===== src/design/plst_pkg.sv =====
// Shared types, field widths and codes for the positional list store.
// No dependencies.
package plst_pkg;

    localparam int DEPTH = 16;

    localparam int OP_W    = 3;
    localparam int VAL_W   = 32;
    localparam int POS_W   = 5;
    localparam int ST_W    = 2;
    localparam int CNTF_W  = 5;

    localparam int CNT_W = $clog2(DEPTH + 1);
    localparam int IDX_W = (DEPTH > 1) ? $clog2(DEPTH) : 1;
    localparam int CMP_W = (CNT_W > POS_W) ? CNT_W : POS_W;

    typedef enum logic [OP_W-1:0] {
        OP_APPEND   = 3'd0,
        OP_INSERT   = 3'd1,
        OP_REM_LAST = 3'd2,
        OP_REM_AT   = 3'd3,
        OP_READ     = 3'd4
    } op_t;

    typedef enum logic [ST_W-1:0] {
        ST_OK     = 2'd0,
        ST_FULL   = 2'd1,
        ST_EMPTY  = 2'd2,
        ST_BADPOS = 2'd3
    } status_t;

    typedef struct packed {
        logic [OP_W-1:0]         operation;
        logic signed [VAL_W-1:0] value;
        logic [POS_W-1:0]        position;
    } in_item_t;

    typedef struct packed {
        status_t                 status;
        logic [CNTF_W-1:0]       entry_count;
        logic signed [VAL_W-1:0] read_value;
    } out_item_t;

    // Broadcast to every cell of the chain.
    typedef struct packed {
        logic                    ins;
        logic                    del;
        logic [CMP_W-1:0]        pos;
        logic [CMP_W-1:0]        count;
        logic signed [VAL_W-1:0] value;
    } cell_cmd_t;

    typedef struct packed {
        status_t                 status;
        logic [CNT_W-1:0]        count_next;
        logic                    do_read;
    } ctrl_res_t;

endpackage


===== src/design/positional_list_store_core.sv =====
// Top level of the positional list store: handshake, count register, result
// register and the cell chain. Depends on plst_pkg, plst_ctrl and plst_cell.
//
// Usage:
//   s_valid/s_ready/s_data carry one operation per item: append, insert at a
//   position, remove last, remove at a position, or read at a position.
//   m_valid/m_ready/m_data return exactly one result item per operation with
//   status, entry count after the operation and the value read.
//   An item is executed in the cycle it is accepted: the cells of the chain that
//   the operation covers shift or load at that edge, so the result is on m_data in the next cycle.
//   Throughput is one item per cycle; the single result register sets this,
//   since a new item is taken whenever that register is empty or being drained
//   in the same cycle.
//   When the receiver holds m_ready low the result waits and s_ready drops
//   until it is taken; no item is lost.
//   Reset clears the count and the result valid; stored entries are not
//   cleared, but an entry is only ever read below the count, where it has been
//   written.
module positional_list_store_core
    import plst_pkg::*;
(
    input  logic      aclk,
    input  logic      aresetn,
    input  logic      s_valid,
    output logic      s_ready,
    input  in_item_t  s_data,
    output logic      m_valid,
    input  logic      m_ready,
    output out_item_t m_data
);

    logic [CNT_W-1:0]        count_reg;
    logic [CNT_W-1:0]        count_next;
    logic                    m_valid_reg;
    logic                    m_valid_next;
    out_item_t               res_reg;
    out_item_t               res_next;
    logic                    go;
    cell_cmd_t               cmd;
    ctrl_res_t               ctl;
    logic signed [VAL_W-1:0] cell_data [DEPTH];
    logic [CMP_W-1:0]        pos_e;
    logic [CMP_W-1:0]        cnt_e;

    assign s_ready = !m_valid_reg || m_ready;
    assign go      = s_valid && s_ready;

    plst_ctrl u_ctrl (
        .go    (go),
        .item  (s_data),
        .count (count_reg),
        .cmd   (cmd),
        .res   (ctl)
    );

    for (genvar i = 0; i < DEPTH; i++) begin : g_cell
        logic signed [VAL_W-1:0] left_d;
        logic signed [VAL_W-1:0] right_d;

        if (i == 0) begin : g_head
            assign left_d = '0;
        end else begin : g_mid
            assign left_d = cell_data[i-1];
        end

        if (i == DEPTH - 1) begin : g_tail
            assign right_d = '0;
        end else begin : g_body
            assign right_d = cell_data[i+1];
        end

        plst_cell u_cell (
            .aclk       (aclk),
            .idx        (IDX_W'(i)),
            .cmd        (cmd),
            .left_data  (left_d),
            .right_data (right_d),
            .data       (cell_data[i])
        );
    end

    assign pos_e = CMP_W'(s_data.position);
    assign cnt_e = CMP_W'(ctl.count_next);

    always_comb begin
        res_next             = res_reg;
        m_valid_next         = m_valid_reg;
        count_next           = count_reg;
        if (m_valid_reg && m_ready) begin
            m_valid_next = 1'b0;
        end
        if (go) begin
            count_next           = ctl.count_next;
            m_valid_next         = 1'b1;
            res_next.status      = ctl.status;
            res_next.entry_count = cnt_e[CNTF_W-1:0];
            res_next.read_value  = ctl.do_read ? cell_data[pos_e[IDX_W-1:0]] : '0;
        end
    end

    always_ff @(posedge aclk) begin
        if (!aresetn) begin
            count_reg   <= '0;
            m_valid_reg <= 1'b0;
        end else begin
            count_reg   <= count_next;
            m_valid_reg <= m_valid_next;
        end
    end

    always_ff @(posedge aclk) begin
        res_reg <= res_next;
    end

    assign m_valid = m_valid_reg;
    assign m_data  = res_reg;

endmodule


===== src/design/plst_cell.sv =====
// One storage cell of the list chain: holds a single entry and can load a new
// value or take its left or right neighbor's entry. Depends on plst_pkg.
module plst_cell
    import plst_pkg::*;
(
    input  logic                    aclk,
    input  logic [IDX_W-1:0]        idx,
    input  cell_cmd_t               cmd,
    input  logic signed [VAL_W-1:0] left_data,
    input  logic signed [VAL_W-1:0] right_data,
    output logic signed [VAL_W-1:0] data
);

    logic signed [VAL_W-1:0] data_reg;
    logic signed [VAL_W-1:0] data_next;
    logic [CMP_W-1:0]        idx_e;
    logic [CMP_W-1:0]        idx_inc;

    assign idx_e   = CMP_W'(idx);
    assign idx_inc = idx_e + CMP_W'(1);

    always_comb begin
        data_next = data_reg;
        if (cmd.ins) begin
            if (idx_e == cmd.pos) begin
                data_next = cmd.value;
            end else if (idx_e > cmd.pos && idx_e <= cmd.count) begin
                data_next = left_data;
            end
        end else if (cmd.del) begin
            // Entries above the removed one each move down one place.
            if (idx_e >= cmd.pos && idx_inc < cmd.count) begin
                data_next = right_data;
            end
        end
    end

    always_ff @(posedge aclk) begin
        data_reg <= data_next;
    end

    assign data = data_reg;

endmodule


===== src/design/plst_ctrl.sv =====
// Operation decode for the list store: status, next count and the command
// broadcast to the cell chain. Depends on plst_pkg.
module plst_ctrl
    import plst_pkg::*;
(
    input  logic             go,
    input  in_item_t         item,
    input  logic [CNT_W-1:0] count,
    output cell_cmd_t        cmd,
    output ctrl_res_t        res
);

    logic [CMP_W-1:0] count_e;
    logic [CMP_W-1:0] pos_e;
    logic             full;
    logic             empty;
    logic             ins;
    logic             del;

    assign count_e = CMP_W'(count);
    assign pos_e   = CMP_W'(item.position);
    assign full    = count_e >= CMP_W'(DEPTH);
    assign empty   = count_e == '0;

    always_comb begin
        res.status     = ST_OK;
        res.count_next = count;
        res.do_read    = 1'b0;
        ins            = 1'b0;
        del            = 1'b0;
        cmd.pos        = pos_e;
        unique case (item.operation)
            OP_APPEND: begin
                if (full) begin
                    res.status = ST_FULL;
                end else begin
                    // Append is an insert at the tail.
                    ins            = 1'b1;
                    cmd.pos        = count_e;
                    res.count_next = count + CNT_W'(1);
                end
            end
            OP_INSERT: begin
                if (full) begin
                    res.status = ST_FULL;
                end else if (pos_e > count_e) begin
                    res.status = ST_BADPOS;
                end else begin
                    ins            = 1'b1;
                    res.count_next = count + CNT_W'(1);
                end
            end
            OP_REM_LAST: begin
                if (empty) begin
                    res.status = ST_EMPTY;
                end else begin
                    res.count_next = count - CNT_W'(1);
                end
            end
            OP_REM_AT: begin
                if (empty) begin
                    res.status = ST_EMPTY;
                end else if (pos_e >= count_e) begin
                    res.status = ST_BADPOS;
                end else begin
                    del            = 1'b1;
                    res.count_next = count - CNT_W'(1);
                end
            end
            OP_READ: begin
                if (empty) begin
                    res.status = ST_EMPTY;
                end else if (pos_e >= count_e) begin
                    res.status = ST_BADPOS;
                end else begin
                    res.do_read = 1'b1;
                end
            end
            default: begin
                res.status = ST_BADPOS;
            end
        endcase
        cmd.ins   = ins & go;
        cmd.del   = del & go;
        cmd.count = count_e;
        cmd.value = item.value;
    end

endmodule


===== config.mk =====
export PLATFORM = sky130hd
export DESIGN_NAME = positional_list_store_core
export DESIGN_NICKNAME = d
export VERILOG_FILES = /design/src/design/plst_pkg.sv /design/src/design/positional_list_store_core.sv /design/src/design/plst_cell.sv /design/src/design/plst_ctrl.sv
export SDC_FILE = /design/constraint.sdc
export NUM_CORES = 1
export LEC_CHECK = 0
export BUFFER_PORTS_ARGS = -buffer_cell sky130_fd_sc_hd__buf_4
export CAP_MARGIN = 10
export CELL_PAD_IN_SITES_DETAIL_PLACEMENT = 1
export CELL_PAD_IN_SITES_GLOBAL_PLACEMENT = 1
export CORE_ASPECT_RATIO = 1.4
export CORE_UTILIZATION = 47
export CTS_CLUSTER_SIZE = 28
export DETAILED_ROUTE_END_ITERATION = 10
export PLACE_DENSITY_LB_ADDON = 0.1
export SLEW_MARGIN = 30
export SYNTH_ARGS = -nofsm -noshare
export SYNTH_HDL_FRONTEND = slang
export SYNTH_SLANG_ARGS = --single-unit

===== constraint.sdc =====
create_clock -name aclk -period 5.7 [get_ports aclk]
set_input_delay 0.285 -clock aclk [delete_from_list [all_inputs] [get_ports aclk]]
set_output_delay 0.285 -clock aclk [all_outputs]
set_load 0.02 [all_outputs]

# --- Yosys cells after proc, flatten, opt, wreduce, memory -nomap -nowiden ---
# Index checks and enable logic that the tools add are counted.
word_totals:
  reg_bits: 557
  input_bits: 44
  word_cells: 312
classes:
  n_addsub: 2
  order_cmp: 68
  n_eq_ne: 35
  muxes: 109
  n_bitwise: 3
  reduce_logical: 74
ops:
  columns: ["op", "n"]
  rows:
  - ["2-to-1 mux 32 bit", 82]
  - ["binary-select mux 32 bit (select 4 bit)", 1]
  - ["!= test 3 x 1 -> 1 bit (second input constant)", 16]
  - ["AND reduction 3 bit", 16]
  - ["== test 4 x 5 -> 1 bit (first input constant)", 8]
  - [">= comparator 4 x 5 -> 1 bit (first input constant)", 8]
  - ["> comparator 4 x 5 -> 1 bit (first input constant)", 8]
  - ["less-or-equal comparator 4 x 5 -> 1 bit (first input constant)", 8]
  - ["< comparator 4 x 5 -> 1 bit (first input constant)", 8]
  - ["2-to-1 mux 5 bit", 8]
  - ["nonzero test 2 bit", 18]
  - ["logical AND 1 bit", 34]
  - ["== test 3 x 5 -> 1 bit (first input constant)", 4]
  - [">= comparator 3 x 5 -> 1 bit (first input constant)", 4]
  - ["> comparator 3 x 5 -> 1 bit (first input constant)", 4]
  - ["less-or-equal comparator 3 x 5 -> 1 bit (first input constant)", 4]
  - ["< comparator 3 x 5 -> 1 bit (first input constant)", 4]
  - ["one-hot mux 5 bit (4 select lines)", 1]
  - ["== test 2 x 5 -> 1 bit (first input constant)", 2]
  - [">= comparator 1 x 5 -> 1 bit (first input constant)", 2]
  - [">= comparator 2 x 5 -> 1 bit (first input constant)", 2]
  - [">= comparator 5 bit (second input constant)", 2]
  - ["> comparator 1 x 5 -> 1 bit (first input constant)", 2]
  - ["> comparator 2 x 5 -> 1 bit (first input constant)", 2]
  - ["other kinds (24)", 43]

# --- Longest topological paths before layout ---
depth:
  ltp_word: 8
  ltp_mapped: 13

# --- Modules after synthesis ---
# Synthesis repeated with hierarchy kept, for this count alone.
hier_totals:
  hier_cells: 3694
  area_unflattened_um2: 38993.6
by_module_without_submodules:
  columns: ["module", "n_inst", "cells_each", "area_each_um2", "seq_area_each_um2"]
  rows:
  - ["plst_cell (g_cell[0].u_cell ...)", 14, 186, 2009.4, 960.9]
  - ["positional_list_store_core", 1, 582, 5848.1, 1291.2]
  - ["plst_cell (g_cell[8].u_cell ...)", 2, 185, 2018.2, 960.9]
  - ["plst_ctrl", 1, 138, 977.2, 0.0]

# --- Least setup slack after synthesis ---
# OpenSTA, ideal clock, no wires.
synth_path:
  path_kind: "register to register"
  start: "register count_reg[4]"
  end: "register g_cell[4].u_cell.data_reg[0] (enable)"
  arrival_ns: 5.335
  required_time_ns: 5.199
  setup_slack_ns: -0.136
  stages_incl_launch_ff: 12
  n_path_buf: 3
  path_cell_list: "dfxtp_1 -> buf_2 -> clkinv_1 -> ha_1 -> and3_1 -> o21a_1 -> o211ai_1 -> nand3_2 -> buf_2 -> buf_2 -> o31ai_1 -> nor4_1"
synth_between:
  elab_chain_len: 7
  elab_cells_between_ends: 26
  classes_between: "order compare: 7; eq/ne: 2; mux: 9; bitwise: 2; reduce/logical: 6"
synth_rtl:
  columns: ["element", "line_no", "source"]
  rows:
  - ["start: declaration", "positional_list_store_core.sv:32", "logic [CNT_W-1:0] count_reg;"]
  - ["start signal: assignment", "positional_list_store_core.sv:106", "count_reg <= count_next;"]
  - [">= comparator 5 bit (tied with other cells)", "plst_ctrl.sv:22", "assign full = count_e >= CMP_W'(DEPTH);"]
  - ["2-to-1 mux 5 bit (tied with other cells)", "plst_ctrl.sv:34", "if (full) begin"]
  - ["2-to-1 mux 5 bit (tied with other cells)", "plst_ctrl.sv:32", "unique case (item.operation)"]
  - ["> comparator 3 x 5 -> 1 bit (tied with other cells)", "plst_cell.sv:27", "end else if (idx_e > cmd.pos && idx_e <= cmd.count) begin"]
  - ["logical AND 1 bit (tied with other cells)", "plst_cell.sv:27", null]
  - ["!= test 3 x 1 -> 1 bit (no source line) or nonzero test 2 bit (tied branches)", null, null]
  - ["AND reduction 3 bit (no source line) *", null, null]
  - ["end signal: assignment", "plst_cell.sv:39", "data_reg <= data_next;"]
  - ["end: declaration", "plst_cell.sv:14", "logic signed [VAL_W-1:0] data_reg;"]
# Mark *: on every way between the ends. The rest lies on a longest branch, timed or not.
# A chain may end at the register's enable or synchronous reset.

# --- Worst setup path after layout ---
layout_path:
  start: "register count_reg[2]"
  end: "register g_cell[1].u_cell.data_reg[19] (data pin)"
layout_between:
  elab_chain_len: 6
  elab_cells_between_ends: 12
  classes_between: "order compare: 2; eq/ne: 1; mux: 8; bitwise: 1"
layout_rtl:
  columns: ["element", "line_no", "source"]
  rows:
  - [">= comparator 5 bit or > comparator 5 bit (tied branches)", "plst_ctrl.sv:22, plst_ctrl.sv:46", null]
  - ["2-to-1 mux 5 bit or 2-to-1 mux 1 bit (tied branches)", "plst_ctrl.sv:34, plst_ctrl.sv:46", null]
  - ["2-to-1 mux 5 bit or 2-to-1 mux 1 bit (tied branches)", "plst_ctrl.sv:32, plst_ctrl.sv:44", null]
  - ["== test 1 x 5 -> 1 bit or one-hot mux 1 bit (2 select lines) (tied branches)", "plst_cell.sv:25, plst_ctrl.sv:32", null]
  - ["2-to-1 mux 32 bit or AND 1 bit (tied branches)", "plst_cell.sv:25, plst_ctrl.sv:83", null]
  - ["2-to-1 mux 32 bit *", "plst_cell.sv:24", "if (cmd.ins) begin"]
  - ["via g_cell[1].u_cell.data_next[19]", "plst_cell.sv:15", "logic signed [VAL_W-1:0] data_next;"]
  - ["end signal: assignment", "plst_cell.sv:39", null]
  - ["end: declaration", "plst_cell.sv:14", null]
# Mark *: on every way through the listed nets, which the timed path passes. The rest lies on a longest branch.

==> out/summary.txt <==
GRT Total Usage -> 0.313
Total grt overflow -> 0
Pin count of the biggest net entering global routing -> 240
Max Fclk -> 213 MHz
DIE AREA -> 70700 sq um
Setup violators final -> 0
Critical path peak fanout -> 104
Fillcell total -> 7105
CP startpoint kind -> flop
Area Growth Syn to Fin -> 10.4%
Worst hold slack -> 71.8 ps
Mapped Nets -> 2819
Post-synth EDFFs -> 551
Starting DRT DRC Count -> 2086
Die span in y -> 314 microns
Post-synthesis mux area share -> 0.249
Clk Latency, worst-skew pair -> 660 ps
Largest family of logic cells by synthesized area -> multiplexers
WL/cell -> 29.7 microns
Std cell rows -> 114
Post-Syn Area -> 32700 sq um
Cell family with most CP delay -> buffers and inverters
Final Hold Vio Count -> 0
Count of different cell masters after synthesis -> 79
Reg-to-reg startpoint -> count_reg[2]$_SDFFE_PN0P_
Most Frequent Cell on Critical Path -> buf_4
Worst-path clk slew -> 60 ps
Slowest stage delay, CP -> 880 ps
Via count -> 23900
CP arrival -> 5030 ps
H-tree levels -> 2
Core area -> 68900 sq um
RSZ-0062 raised after global routing -> no
Worst Hold Endpoint -> g_cell[0].u_cell.data[2]$_DFFE_PP_
Yosys reg bits -> 557
RePlAce Congestion -> 0.917
CTS tree -> built
Final Net Count -> 2786
Yosys top cell by area -> edfxtp_1
Period utilization -> 0.823
Gate Count Post-Synth -> 2765
Simple-Gate Fraction of Synth Area -> 0.0862
Min-delay worst type -> in2reg
Clock tree buffer depth -> 3
Detailed Place HPWL -> 62300 microns
FF-to-FF path depth -> 10
Vias in the first global route -> 25000
Most frequent cell after synthesis -> edfxtp_1
Synth Flop Type -> edfxtp_1
R2r endpoint -> g_cell[1].u_cell.data[19]$_DFFE_PP_
Synth top area cells -> edfxtp_1 (51%), mux2i_1 (14%), mux4_2 (11%)
Post-DP Area -> 34200 sq um
First-pass GRT wire length -> 164000 microns
Post-Synth Adder-Cell Area -> 0.00383
Starting Density -> 0.475
Final core utilization -> 0.524
Async set-reset flop share out of synthesis -> 0
Layout cell share with drive strength beyond 1 -> 0.165
Critical-path cell list -> clkinv_1 > ha_1 > and3_1 > o21a_1 > o211ai_1 > nand3_4 > buf_4 > buf_4 > buf_4 > o21ai_0
Total power -> 9.34 mW
Pins Over Slew Limit -> 0
Via density -> 6.45
Sequential area share after synthesis -> 0.510
Post-synthesis compound-gate area fraction -> 0.111
Setup TNS -> 0 ps
Placed insts -> 3595
CTS Root Cell -> clkbuf_16
Peak VDD IR -> 0.368 mV
Final instance area -> 36100 sq um
Top cells by count, synth -> edfxtp_1 (551), nand2_1 (545), mux2i_1 (452)
CP endpoint kind -> flop
Final WL -> 110000 microns
Top Ports -> 85
Static Leak -> 13.6 nW
Slew @ Worst Pin -> 1230 ps
Critical-path top delay cell -> buf_4
Clock sink count -> 557
Period minus WS final -> 4690 ps
Number of flip-flops in the largest register -> 512
Setup CP Type -> reg2reg
Post-synth top area share -> 0.506
Critical path origin -> count_reg[2]$_SDFFE_PN0P_
Final WS setup -> 1010 ps
Final Non-Filler Cells -> 3713
Number of port buffers -> 84
TritonCTS buffer count -> 60
Hold Path Cell Cnt -> 2
WP buf/inv -> 4
1st-pass router iterations -> 7
Mapped Avg Cell Area -> 11.8 sq um
Max Cap Viol -> 0
Post-Synth XOR/XNOR Area -> 0.000536
Skew final -> 26.4 ps
Initial antenna violation count -> 3
DRC Markers -> 0
Synthesis Warnings -> 0
Antenna viol nets, final -> 0
Outcome -> finished, final reports clean
DIE WIDTH -> 225 microns
Data required, critical path -> 6040 ps
Pwr Density -> 259 nW/um^2
Internal reg-to-reg setup slack -> 1010 ps
Hold_sp -> s_data[7]
Pre-CTS setup slack -> 1130 ps
Worst slew margin relative to its limit -> 0.182
logic make-up after synthesis:
logic type,count (synthesis)
multiplexers,613
AO/OA/AOI/OAI,640
AND/OR/NAND/NOR,673
buffers and inverters,270
flip-flops,557
adder cells (fa/ha/maj),10
XOR/XNOR,2
per-layer routing:
| metal | vias to the layer above | GRT usage | routed length (microns) |
|---|---|---|---|
| li1 | 10400 | - | - |
| met1 | 12600 | 0.402 | 43900 |
| met2 | 779 | 0.543 | 56200 |
| met3 | 213 | 0.0368 | 5810 |
| met4 | 2 | 0.117 | 4230 |
| met5 | - | 0 | 12 |
repair_timing:
item,in CTS,in global routing
resized for setup,0,0
hold endpoints to repair,6,0
hold buffers,3,0
endpoints found under the setup margin,0,0
setup buffers,0,0
worst reg2reg max path, delay by kind of cell, from the launching register on:
kind | cells | cell delay, ps
AND/OR/NAND/NOR | 2 | 500
flip-flops | 1 | 350
adder cells (fa/ha/maj) | 1 | 400
AO/OA/AOI/OAI | 3 | 690
buffers and inverters | 4 | 2430
placed cells by master, fill, tap and decap left out, types with 5 or more instances in the layout:
master	instances
o211ai_1	6
nand3_1	13
mux2i_1	452
nor2_1	24
o21ai_1	152
a21oi_1	52
nor3_1	12
clkinv_2	17
o21a_1	5
clkinv_1	21
buf_4	137
a22o_1	33
a31oi_1	8
o22ai_1	6
clkbuf_1	11
nor2_4	5
clkbuf_16	61
nor2b_1	37
inv_1	8
and2_1	5
ha_1	10
buf_12	14
o21ai_0	320
mux4_2	160
nand2_1	541
edfxtp_1	551
dfxtp_1	6
area by class of cell:
class / count / area, sq um / share of cell area
Tap cell: 928 / 1160 / 0.0322
Inverter: 14 / 53.8 / 0.00149
Timing Repair Buffer: 161 / 1450 / 0.0403
Sequential cell: 557 / 16700 / 0.462
Antenna cell: 2 / 5.00 / 0.000139
Clock buffer: 72 / 1570 / 0.0434
Clock inverter: 41 / 293 / 0.00811
Multi-Input combinational cell: 1938 / 14900 / 0.413
worst max-delay path by stage:
stage | endpoint | cells past startpoint | slack (ps)
finish | g_cell[1].u_cell.data[19]$_DFFE_PP_ | 10 | 1010
global route | g_cell[1].u_cell.data[19]$_DFFE_PP_ | 10 | 720
CTS | g_cell[12].u_cell.data[23]$_DFFE_PP_ | 10 | 1100
detailed placement | g_cell[12].u_cell.data[23]$_DFFE_PP_ | 10 | 1130
global placement | g_cell[7].u_cell.data[20]$_DFFE_PP_ | 11 | 1320
floorplan | g_cell[8].u_cell.data[0]$_DFFE_PP_ | 11 | 610
power by group:
part           total [mW]  switching [mW]  internal [mW]
clock                3.87            1.74           2.13
combinational       0.913           0.570          0.343
sequential           4.56          0.0263           4.53
total                9.34            2.33           7.00
(Power assumes the default switching activity.)
